[config.mk]
export PLATFORM = sky130hd
export DESIGN_NAME = four_button_press_classifier_flat
export DESIGN_NICKNAME = d
export VERILOG_FILES = /design/src/rtl/fbpc_pkg.sv /design/src/rtl/fbpc_ifs.sv /design/src/rtl/fbpc_cfg.sv /design/src/rtl/fbpc_button.sv /design/src/rtl/four_button_press_classifier.sv /design/src/flat_wrapper.sv
export SDC_FILE = /design/constraint.sdc
export NUM_CORES = 1
export LEC_CHECK = 0
export BUFFER_PORTS_ARGS = -buffer_cell sky130_fd_sc_hd__buf_2
export CELL_PAD_IN_SITES_DETAIL_PLACEMENT = 1
export CELL_PAD_IN_SITES_GLOBAL_PLACEMENT = 1
export CORE_ASPECT_RATIO = 1.4
export CORE_MARGIN = 4
export CORE_UTILIZATION = 49
export DETAILED_ROUTE_END_ITERATION = 16
export GPL_TIMING_DRIVEN = 0
export HOLD_SLACK_MARGIN = 0.12
export PLACE_DENSITY = 0.87
export SYNTH_ARGS = -nofsm -noshare
export SYNTH_HDL_FRONTEND = slang
export SYNTH_SLANG_ARGS = --single-unit
[constraint.sdc]
create_clock -name clk -period 5.6 [get_ports clk]
set_input_delay 0.56 -clock clk [delete_from_list [all_inputs] [get_ports clk]]
set_output_delay 0.56 -clock clk [all_outputs]
set_load 0.01 [all_outputs]
[src/rtl/fbpc_pkg.sv]
// ----------------------------------------------------------------------------
// fbpc_pkg
// Shared types and constants for the four-button press classifier.
// ----------------------------------------------------------------------------
package fbpc_pkg;

    localparam int NOW_W    = 32;
    localparam int THRESH_W = 16;
    localparam int CFG_IDX_W = 2;

    typedef logic [THRESH_W-1:0]  thresh_t;
    typedef logic [NOW_W-1:0]     now_ms_t;
    typedef logic [CFG_IDX_W-1:0] cfg_index_t;

    // register indexes on the configuration port
    typedef enum logic [CFG_IDX_W-1:0] {
        CFG_LONG_HOLD_MS = 2'd0,
        CFG_HOLD_MS      = 2'd1,
        CFG_SHORT_MIN_MS = 2'd2
    } cfg_idx_t;

    localparam thresh_t LONG_HOLD_MS_RST = 16'd1000;
    localparam thresh_t HOLD_MS_RST      = 16'd500;
    localparam thresh_t SHORT_MIN_MS_RST = 16'd50;

    // live threshold set
    typedef struct packed {
        thresh_t long_hold_ms;
        thresh_t hold_ms;
        thresh_t short_min_ms;
    } cfg_t;

    // one result beat
    typedef struct packed {
        logic a_short;
        logic a_long;
        logic b_hold;
        logic b_short;
        logic c_hold;
        logic d_hold;
        logic d_short;
    } events_t;

    // one button's outcome for a poll
    typedef struct packed {
        logic hold_ev;
        logic short_ev;
    } btn_ev_t;

endpackage

[src/rtl/fbpc_ifs.sv]
// ----------------------------------------------------------------------------
// fbpc interfaces
// Valid/ready channels for poll beats, result beats and register writes.
// ----------------------------------------------------------------------------
interface fbpc_poll_if
    import fbpc_pkg::*;
();
    logic    valid;
    logic    ready;
    now_ms_t now_ms;
    logic    level_a;
    logic    level_b;
    logic    level_c;
    logic    level_d;

    modport source (output valid, now_ms, level_a, level_b, level_c, level_d,
                    input ready);
    modport sink   (input valid, now_ms, level_a, level_b, level_c, level_d,
                    output ready);
endinterface

interface fbpc_result_if;
    logic valid;
    logic ready;
    logic a_short;
    logic a_long;
    logic b_hold;
    logic b_short;
    logic c_hold;
    logic d_hold;
    logic d_short;

    modport source (output valid, a_short, a_long, b_hold, b_short, c_hold,
                    d_hold, d_short, input ready);
    modport sink   (input valid, a_short, a_long, b_hold, b_short, c_hold,
                    d_hold, d_short, output ready);
endinterface

interface fbpc_cfg_if
    import fbpc_pkg::*;
();
    logic       valid;
    logic       ready;
    cfg_index_t index;
    thresh_t    data;

    modport source (output valid, index, data, input ready);
    modport sink   (input valid, index, data, output ready);
endinterface

[src/rtl/fbpc_cfg.sv]
// ----------------------------------------------------------------------------
// fbpc_cfg
// Threshold registers, written through the configuration channel.
// ----------------------------------------------------------------------------
module fbpc_cfg
    import fbpc_pkg::*;
(
    input  logic       clk,
    input  logic       rst_n,
    fbpc_cfg_if.sink   cfg,
    output cfg_t       thresholds
);

    cfg_t cfg_reg;
    cfg_t cfg_next;

    assign cfg.ready  = 1'b1;
    assign thresholds = cfg_reg;

    always_comb
    begin
        cfg_next = cfg_reg;
        if (cfg.valid)
        begin
            case (cfg.index)
                CFG_LONG_HOLD_MS: cfg_next.long_hold_ms = cfg.data;
                CFG_HOLD_MS:      cfg_next.hold_ms      = cfg.data;
                CFG_SHORT_MIN_MS: cfg_next.short_min_ms = cfg.data;
                default:          cfg_next = cfg_reg; // unmapped: dropped
            endcase
        end
    end

    always_ff @(posedge clk or negedge rst_n)
    begin
        if (!rst_n)
        begin
            cfg_reg.long_hold_ms <= LONG_HOLD_MS_RST;
            cfg_reg.hold_ms      <= HOLD_MS_RST;
            cfg_reg.short_min_ms <= SHORT_MIN_MS_RST;
        end
        else
        begin
            cfg_reg <= cfg_next;
        end
    end

endmodule

[src/rtl/fbpc_button.sv]
// ----------------------------------------------------------------------------
// fbpc_button
// Press tracker for one button: stamp, hold flag, hold and short events.
// ----------------------------------------------------------------------------
module fbpc_button
    import fbpc_pkg::*;
#(
    parameter int TIME_BITS = 32
)
(
    input  logic                 clk,
    input  logic                 rst_n,
    input  logic                 step,      // poll beat leaves the input stage
    input  logic [TIME_BITS-1:0] now,
    input  logic                 level,     // active low
    input  thresh_t              thresh,
    input  thresh_t              short_lo,  // short window, exclusive bounds
    input  thresh_t              short_hi,
    output btn_ev_t              ev
);

    logic [TIME_BITS-1:0] stamp_reg;
    logic [TIME_BITS-1:0] stamp_next;
    logic                 seen_reg;
    logic                 seen_next;
    logic [TIME_BITS-1:0] held;

    assign held = now - stamp_reg;   // wraps at TIME_BITS

    always_comb
    begin
        stamp_next  = stamp_reg;
        seen_next   = seen_reg;
        ev.hold_ev  = 1'b0;
        ev.short_ev = 1'b0;
        if (!level)
        begin
            if (stamp_reg == '0)
            begin
                stamp_next = now;
            end
            else if (held > TIME_BITS'(thresh) && !seen_reg)
            begin
                seen_next  = 1'b1;
                ev.hold_ev = 1'b1;
            end
        end
        else if (stamp_reg != '0)
        begin
            ev.short_ev = !seen_reg && (held > TIME_BITS'(short_lo))
                          && (held < TIME_BITS'(short_hi));
            stamp_next  = '0;
            seen_next   = 1'b0;
        end
    end

    always_ff @(posedge clk or negedge rst_n)
    begin
        if (!rst_n)
        begin
            stamp_reg <= '0;
            seen_reg  <= 1'b0;
        end
        else if (step)
        begin
            stamp_reg <= stamp_next;
            seen_reg  <= seen_next;
        end
    end

endmodule

[src/rtl/four_button_press_classifier.sv]
// ----------------------------------------------------------------------------
// four_button_press_classifier
// Classifies polls of four active-low buttons into hold, long and short
// press events against three programmable millisecond thresholds.
// ----------------------------------------------------------------------------
//
//  channel   dir   beat carries                          when taken
//  poll      in    now_ms, level_a..level_d              valid & ready
//  result    out   a_short a_long b_hold b_short         valid & ready
//                  c_hold d_hold d_short
//  cfg       in    index (0..2), data (16 bits)          valid & ready
//
//  One poll per cycle sustained while result.ready is high; each poll
//  passes through the input register, then the result register, before
//  its result beat is offered.
//  The button state updates as a poll moves from the input register into
//  the result register, so each poll sees everything before it.
//  A stalled result holds the pipe; poll.ready falls only when both the
//  input and result registers are full and result.ready is low.
//  Reset gives idle buttons and thresholds 1000 / 500 / 50 ms; cfg is
//  always ready.
// ----------------------------------------------------------------------------
module four_button_press_classifier
    import fbpc_pkg::*;
#(
    parameter int TIME_BITS = 32   // held-time wrap width, 16..64
)
(
    input  logic          clk,
    input  logic          rst_n,
    fbpc_poll_if.sink     poll,
    fbpc_result_if.source result,
    fbpc_cfg_if.sink      cfg
);

    // -- thresholds --------------------------------------------------------
    cfg_t thr;

    fbpc_cfg u_cfg (
        .clk        (clk),
        .rst_n      (rst_n),
        .cfg        (cfg),
        .thresholds (thr)
    );

    // -- input register ----------------------------------------------------
    logic    in_valid_reg;
    logic    in_valid_next;
    now_ms_t now_reg;
    logic    lvl_a_reg;
    logic    lvl_b_reg;
    logic    lvl_c_reg;
    logic    lvl_d_reg;

    // -- result register ---------------------------------------------------
    logic    out_valid_reg;
    logic    out_valid_next;
    events_t out_reg;
    events_t out_next;

    logic poll_take;   // poll beat accepted
    logic advance;     // input stage moves into the result register
    logic out_room;

    assign out_room    = !out_valid_reg || result.ready;
    assign advance     = in_valid_reg && out_room;
    assign poll.ready  = !in_valid_reg || out_room;
    assign poll_take   = poll.valid && poll.ready;

    assign in_valid_next  = poll_take || (in_valid_reg && !advance);
    assign out_valid_next = advance || (out_valid_reg && !result.ready);

    always_ff @(posedge clk or negedge rst_n)
    begin
        if (!rst_n)
        begin
            in_valid_reg  <= 1'b0;
            out_valid_reg <= 1'b0;
        end
        else
        begin
            in_valid_reg  <= in_valid_next;
            out_valid_reg <= out_valid_next;
        end
    end

    always_ff @(posedge clk)
    begin
        if (poll_take)
        begin
            now_reg   <= poll.now_ms;
            lvl_a_reg <= poll.level_a;
            lvl_b_reg <= poll.level_b;
            lvl_c_reg <= poll.level_c;
            lvl_d_reg <= poll.level_d;
        end
        if (advance)
        begin
            out_reg <= out_next;
        end
    end

    // -- button trackers ---------------------------------------------------
    // Time is cut to (or zero-extended to) the wrap width.
    logic [TIME_BITS-1:0] now_t;
    thresh_t              a_short_hi;
    btn_ev_t              ev_a;
    btn_ev_t              ev_b;
    btn_ev_t              ev_c;
    btn_ev_t              ev_d;

    assign now_t      = TIME_BITS'(now_reg);
    assign a_short_hi = thr.long_hold_ms >> 1;   // half the long threshold

    // A: long press past long_hold_ms; short between hold_ms and long/2
    fbpc_button #(.TIME_BITS(TIME_BITS)) u_btn_a (
        .clk      (clk),
        .rst_n    (rst_n),
        .step     (advance),
        .now      (now_t),
        .level    (lvl_a_reg),
        .thresh   (thr.long_hold_ms),
        .short_lo (thr.hold_ms),
        .short_hi (a_short_hi),
        .ev       (ev_a)
    );

    // B: hold past hold_ms; short between short_min_ms and hold_ms
    fbpc_button #(.TIME_BITS(TIME_BITS)) u_btn_b (
        .clk      (clk),
        .rst_n    (rst_n),
        .step     (advance),
        .now      (now_t),
        .level    (lvl_b_reg),
        .thresh   (thr.hold_ms),
        .short_lo (thr.short_min_ms),
        .short_hi (thr.hold_ms),
        .ev       (ev_b)
    );

    // C: hold only; an empty window never yields a short press
    fbpc_button #(.TIME_BITS(TIME_BITS)) u_btn_c (
        .clk      (clk),
        .rst_n    (rst_n),
        .step     (advance),
        .now      (now_t),
        .level    (lvl_c_reg),
        .thresh   (thr.hold_ms),
        .short_lo ('0),
        .short_hi ('0),
        .ev       (ev_c)
    );

    // D: same as B
    fbpc_button #(.TIME_BITS(TIME_BITS)) u_btn_d (
        .clk      (clk),
        .rst_n    (rst_n),
        .step     (advance),
        .now      (now_t),
        .level    (lvl_d_reg),
        .thresh   (thr.hold_ms),
        .short_lo (thr.short_min_ms),
        .short_hi (thr.hold_ms),
        .ev       (ev_d)
    );

    always_comb
    begin
        out_next.a_short = ev_a.short_ev;
        out_next.a_long  = ev_a.hold_ev;
        out_next.b_hold  = ev_b.hold_ev;
        out_next.b_short = ev_b.short_ev;
        out_next.c_hold  = ev_c.hold_ev;
        out_next.d_hold  = ev_d.hold_ev;
        out_next.d_short = ev_d.short_ev;
    end

    // -- result channel ----------------------------------------------------
    assign result.valid   = out_valid_reg;
    assign result.a_short = out_reg.a_short;
    assign result.a_long  = out_reg.a_long;
    assign result.b_hold  = out_reg.b_hold;
    assign result.b_short = out_reg.b_short;
    assign result.c_hold  = out_reg.c_hold;
    assign result.d_hold  = out_reg.d_hold;
    assign result.d_short = out_reg.d_short;

endmodule
[src/flat_wrapper.sv]
// flat-port wrapper written by rule: the top's interface ports become plain ports
module four_button_press_classifier_flat import fbpc_pkg::*;
#(
    parameter int TIME_BITS = 32                                  
)
  (clk, rst_n, poll_valid, poll_now_ms, poll_level_a, poll_level_b, poll_level_c, poll_level_d, poll_ready, result_valid, result_a_short, result_a_long, result_b_hold, result_b_short, result_c_hold, result_d_hold, result_d_short, result_ready, cfg_valid, cfg_index, cfg_data, cfg_ready);
  fbpc_poll_if poll_i ();
  fbpc_result_if result_i ();
  fbpc_cfg_if cfg_i ();
  input  logic clk;
  input  logic rst_n;
  input wire logic [$bits(poll_i.valid)-1:0] poll_valid;
  input wire logic [$bits(poll_i.now_ms)-1:0] poll_now_ms;
  input wire logic [$bits(poll_i.level_a)-1:0] poll_level_a;
  input wire logic [$bits(poll_i.level_b)-1:0] poll_level_b;
  input wire logic [$bits(poll_i.level_c)-1:0] poll_level_c;
  input wire logic [$bits(poll_i.level_d)-1:0] poll_level_d;
  output wire logic [$bits(poll_i.ready)-1:0] poll_ready;
  output wire logic [$bits(result_i.valid)-1:0] result_valid;
  output wire logic [$bits(result_i.a_short)-1:0] result_a_short;
  output wire logic [$bits(result_i.a_long)-1:0] result_a_long;
  output wire logic [$bits(result_i.b_hold)-1:0] result_b_hold;
  output wire logic [$bits(result_i.b_short)-1:0] result_b_short;
  output wire logic [$bits(result_i.c_hold)-1:0] result_c_hold;
  output wire logic [$bits(result_i.d_hold)-1:0] result_d_hold;
  output wire logic [$bits(result_i.d_short)-1:0] result_d_short;
  input wire logic [$bits(result_i.ready)-1:0] result_ready;
  input wire logic [$bits(cfg_i.valid)-1:0] cfg_valid;
  input wire logic [$bits(cfg_i.index)-1:0] cfg_index;
  input wire logic [$bits(cfg_i.data)-1:0] cfg_data;
  output wire logic [$bits(cfg_i.ready)-1:0] cfg_ready;
  assign poll_i.valid = poll_valid;
  assign poll_i.now_ms = poll_now_ms;
  assign poll_i.level_a = poll_level_a;
  assign poll_i.level_b = poll_level_b;
  assign poll_i.level_c = poll_level_c;
  assign poll_i.level_d = poll_level_d;
  assign poll_ready = poll_i.ready;
  assign result_valid = result_i.valid;
  assign result_a_short = result_i.a_short;
  assign result_a_long = result_i.a_long;
  assign result_b_hold = result_i.b_hold;
  assign result_b_short = result_i.b_short;
  assign result_c_hold = result_i.c_hold;
  assign result_d_hold = result_i.d_hold;
  assign result_d_short = result_i.d_short;
  assign result_i.ready = result_ready;
  assign cfg_i.valid = cfg_valid;
  assign cfg_i.index = cfg_index;
  assign cfg_i.data = cfg_data;
  assign cfg_ready = cfg_i.ready;
  four_button_press_classifier #(.TIME_BITS(TIME_BITS)) u_core (.clk(clk), .rst_n(rst_n), .poll(poll_i), .result(result_i), .cfg(cfg_i));
endmodule
Word-level counts from Yosys, hierarchy flattened. Index checks and enable logic that the tools add are counted. W data, S select, Z words.

$add $sub $neg: 4. Magnitude comparators: 10. Equality and inequality tests: 10. Multiplexer cells: 32. Reductions and logical operators: 61.

Operators by type and width (count): $mux W32 (12); $gt A32 B16 Y1 (7); $logic_not A32 Y1 (4); $reduce_bool A32 Y1 (4); $sub A32 B32 Y32 (4); $lt A32 B16 Y1 (2); $lt A32 B15 Y1 (1); $mux W1 (20); $reduce_and A4 Y1 (4); $reduce_bool A2 Y1 (8); $logic_and A1 B1 Y1 (14); $reduce_and A2 Y1 (6); $reduce_and A3 Y1 (4); $logic_not A1 Y1 (8); $ne A2 B1 Y1 const B (4); $ne A2 B2 Y1 const B (4); $reduce_or A2 Y1 (4); $logic_or A1 B1 Y1 (4); $eq A2 B1 Y1 const B (1); $eq A2 B2 Y1 const B (1); $logic_not A2 Y1 (1).

Bits in registers: 225. Bits of input ports: 59. Output and inout bits: 10.

Logic depth before layout (Yosys ltp).
Word-level depth: 6. Gate-level depth with buffers: 21.

By module. A second synthesis with hierarchy kept.

Cells, all modules: 2655. Area, all modules: 21769.6 um^2.

By module, submodules not included: fbpc_button at u_core.u_btn_a (times used 1, cells an instance 656, area each 4803.4 um^2); fbpc_button at u_core.u_btn_b (times used 1, cells an instance 630, area each 4647.0 um^2); fbpc_button at u_core.u_btn_c (times used 1, cells an instance 614, area each 4633.2 um^2); fbpc_button at u_core.u_btn_d (times used 1, cells an instance 599, area each 4441.8 um^2); fbpc_cfg (times used 1, cells an instance 104, area each 1845.5 um^2); four_button_press_classifier (times used 1, cells an instance 52, area each 1398.8 um^2).

Worst setup path before layout. Ideal clock, no wire load.

Path type: register to register. Start point: register u_core.now_reg[1]. End point: register u_core.out_reg, in the netlist u_core.result.c_hold, data pin. Library setup time: 0.264 ns. Arrival: 3.898 ns. Required time: 5.336 ns. Slack: 1.437 ns. Stages on the path, launching flop included: 19. Path buffers: 0. Period minus slack after synthesis: 4.163 ns. Cell sequence: edfxtp_1 > inv_1 > fa_1 > nand2b_1 > a21oi_1 > o2111ai_1 > nand2_1 > a31oi_1 > o21ai_0 > a21oi_1 > xnor2_1 > ha_1 > nand4_1 > or4_1 > a21oi_1 > nand4_1 > or4_1 > nor4_2 > nor3b_1.

Cells in the longest elaborated chain, start to end: 4.

RTL lines: from (decl) (RTL line four_button_press_classifier.sv:49) `now_ms_t now_reg;`; from (signal assigned) (RTL line four_button_press_classifier.sv:91) `now_reg <= poll.now_ms;`; $sub A32 B32 Y32 (RTL line fbpc_button.sv:28) `assign held = now - stamp_reg;`; $gt A32 B16 Y1 (RTL line fbpc_button.sv:42) `else if (held > TIME_BITS'(thresh) && !seen_reg)`; $logic_and A1 B1 Y1 (RTL line fbpc_button.sv:42); $mux W1 (RTL line fbpc_button.sv:42); to (signal assigned) (RTL line four_button_press_classifier.sv:99) `out_reg <= out_next;`; to (decl) (RTL line four_button_press_classifier.sv:58) `events_t out_reg;`.

Every way passes these cells. A chain may end at the register's enable or synchronous reset.

Worst setup path after layout.
Start point: register u_core.now_reg[0]. End point: register u_core.out_reg, in the netlist u_core.result.c_hold, data pin.

The elaborated chain is that of the path after synthesis.

==> impl_metrics.env <==
export IMPL_status="finished clean"
export IMPL_clkTransAtPathRegs_ps=60
export IMPL_tightest_slew_ps=826.2
export IMPL_synth_edf_count=43
export IMPL_grt_max_degree=123
export IMPL_period_needed_ps=5402
export IMPL_synth_top_family_by_area="compound AO/OA/AOI/OAI gates"
export IMPL_clock_path_buffers=3
export IMPL_antenna_found_initial=1
export IMPL_num_io_pins=69
export IMPL_largest_reg_flops=48
export IMPL_final_util=0.5522
export IMPL_yosysWarnings=0
export IMPL_numPortBuffers=67
export IMPL_synthDistinctLibCells=85
export IMPL_dp_hpwl_mm=53.78
export IMPL_relSlewSlack=0.4459
export IMPL_syn_area_um2=19320
export IMPL_leakage_uw=0.009482
export IMPL_cts_buffers=26
export IMPL_fmax_mhz=185.1
export IMPL_cts_root_buf="clkbuf_16"
export IMPL_synth_simple_area_share=0.1907
export IMPL_wl_mm=68.96
export IMPL_cts_tree="built"
export IMPL_design_area_um2=21380
export IMPL_grt_pass1_wl_mm=109.1
export IMPL_syn_inst=2366
export IMPL_final_setup_worst_slack_ps=198.5
export IMPL_ir_drop_mv=0.2422
export IMPL_power_density_nw_per_um2=377.4
export IMPL_stdcell_count=3010
export IMPL_fp_dieW_um=175.8
export IMPL_die_h_um=242.9
export IMPL_drc_errors=0
export IMPL_synthMuxAreaShare=0.02960
export IMPL_post_route_period_util=0.9646
export IMPL_antenna_left=0
export IMPL_gp_congestion=0.9579
export IMPL_n_antenna_cell=0
export IMPL_clock_skew_ps=25.57
export IMPL_grt_overflow_total=0
export IMPL_met2_usage=0.5566
export IMPL_grt_busiest_layer="met2"
export IMPL_layout_cells_most_common="nand2_1"
export IMPL_synth_top_flop_cell="dfrtp_1"
export IMPL_dpl_cell_count=2957
export IMPL_crit_required_ps=5900
export IMPL_first_global_vias=20003
export IMPL_crit_arrival_ps=5700
export IMPL_grt_use_met3=0.03346
export IMPL_layout_common_cells="nand2_1 (399), ha_1 (265), o21ai_0 (256)"
export IMPL_core_um2=38710
export IMPL_critPathMaxFanout=4
export IMPL_synthAdderAreaFrac=0.1758
export IMPL_synth_seq_cells=225
export IMPL_num_rows=85
export IMPL_htreeDepth=1
export IMPL_viasPerCell=6.148
export IMPL_hp_class="in -> reg"
export IMPL_start_kind="flip-flop"
export IMPL_syn_to_final_growth_pct=10.65
export IMPL_max_cap_violations=0
export IMPL_place_ws_ps=-128.1
export IMPL_crit_type="reg -> reg"
export IMPL_syn_nets=2694
export IMPL_wl_per_cell_um=22.91
export IMPL_synth_xor_area_frac=0.03854
export IMPL_placed_cell_area_um2=20370
export IMPL_setup_viol=0
export IMPL_clock_sinks=225
export IMPL_dr_pass1_iters=5
export IMPL_drive_above_1_share=0.07998
export IMPL_synth_compound_area_frac=0.2044
export IMPL_grt_use_met1=0.3882
export IMPL_dieArea_um2=42710
export IMPL_vias=18505
export IMPL_seq_area_frac_synth=0.3036
export IMPL_crit_path_end_kind="flip-flop"
export IMPL_avgSynthCellArea_um2=8.165
export IMPL_hold_viol_final=0
export IMPL_clk_latency_ps=570
export IMPL_drtIter0Drc=1176
export IMPL_final_net_count=2796
export IMPL_grt_use_total=0.3183
export IMPL_drv_slew=0
export IMPL_synth_async_sr_flop_share=0.8089
export IMPL_start_util=0.4990
==> repair_timing <==
item | in CTS | in global routing
endpoints found under the hold margin | 59 | 0
gates resized for setup | 2 | 4
setup endpoints to repair | 2 | 2
hold buffers | 1 | 0
setup buffers | 4 | 0
==> where the power goes <==
part,total [uW],switching (uW),internal [uW]
Clock,1910,761,1150
Combinational,3960,2450,1510
Sequential,2200,266,1930
==> per-layer routing <==
metal / routed length (um) / part of all wire
met1: 28330 / 0.41
met2: 33730 / 0.49
met3: 2751 / 0.040
met4: 4130 / 0.060
met5: 13 / 0.00019
==> stage by stage <==
step,hold WS (ps),power (uW),TNS [ps]
after floorplan,264.4,4833,0
after global placement,469.5,5741,-101.8
after detailed placement,495.0,6013,-163.7
after CTS,142.1,8008,0
after global routing,141.2,8634,-18.05
final,163.7,8067,0
==> cell type report <==
type | count | area [um^2]
inverter | 215 | 814.5
clock buffer | 31 | 679.4
fill | 4839 | 17340
multi-input combinational | 1849 | 12370
timing repair buffer | 74 | 432.9
buffer | 77 | 299.0
sequential | 225 | 5864
tap | 522 | 653.1
clock inverter | 17 | 259.0
==> cell usage after synthesis (all sizes together), types with 4 or more instances <==
cell | instances | area share
a2111oi | 7 | 0.0032
a211oi | 21 | 0.0084
a21boi | 10 | 0.0039
a21o | 38 | 0.015
a21oi | 183 | 0.048
a221oi | 7 | 0.0038
a311oi | 4 | 0.0018
a31oi | 16 | 0.0052
and2 | 9 | 0.0029
and3 | 11 | 0.0036
and4 | 6 | 0.0027
buf | 6 | 0.0017
clkbuf | 71 | 0.014
dfrtp | 167 | 0.22
dfstp | 15 | 0.020
edfxtp | 43 | 0.067
fa | 4 | 0.0041
ha | 265 | 0.17
inv | 214 | 0.042
mux2 | 33 | 0.019
mux2i | 20 | 0.010
nand2 | 399 | 0.078
nand2b | 33 | 0.011
nand3 | 29 | 0.0075
nand3b | 7 | 0.0027
nand4 | 62 | 0.020
nor2 | 95 | 0.018
nor2b | 27 | 0.0087
nor3 | 30 | 0.0078
nor3b | 5 | 0.0019
nor4 | 45 | 0.016
o2111ai | 5 | 0.0023
o211ai | 19 | 0.0076
o21a | 21 | 0.0082
o21ai | 259 | 0.067
o21bai | 13 | 0.0051
o22ai | 7 | 0.0023
o311ai | 5 | 0.0027
o31a | 4 | 0.0018
o31ai | 11 | 0.0043
or2 | 6 | 0.0019
or3 | 6 | 0.0019
or4 | 6 | 0.0025
xnor2 | 57 | 0.026
xor2 | 28 | 0.013
==> critical path, cell delays in order, from the launching register on <==
cell        delay (ps)
edfxtp_1           410
clkinvlp_4         230
ha_1               280
fa_1               420
nand2b_1           210
a21oi_1            280
o2111ai_2          280
nand2_1            170
a31oi_1            130
o21ai_0            200
a21oi_1            110
xnor2_1            150
ha_1               310
nand4_1            150
or4_1              550
a21oi_2            270
nand4_1            140
or4_1              460
nor4_4             300
nor3b_1             80
==> final timing paths <==
| kind | from | endpoint | slack, ps | cells after the start |
|---|---|---|---|---|
| max | u_core.now_reg[0] | u_core.result.c_hold | 200 | 19 |
| min | poll_now_ms[19] | u_core.now_reg[19] | 160 | 1 |
| max reg2reg | u_core.now_reg[0] | u_core.result.c_hold | 200 | 19 |
| min reg2reg | u_core.u_btn_c.stamp_reg[26] | u_core.u_btn_c.stamp_reg[26] | 510 | 2 |
| max in group asynchronous | rst_n | u_core.u_btn_d.stamp_reg[23] | 4020 | 3 |
| min in group asynchronous | rst_n | u_core.u_btn_c.stamp_reg[7] | 540 | 2 |
==> logic make-up (layout without fill, tap and decap cells) <==
logic type | count (synthesis) | in the layout
simple gates | 783 | 783
compound gates | 658 | 658
buf+inv | 292 | 414
fa+ha+maj | 269 | 269
flops | 225 | 225
xor+xnor | 85 | 85
mux | 53 | 53
other cells | 1 | 1
(Power assumes the default switching activity.)
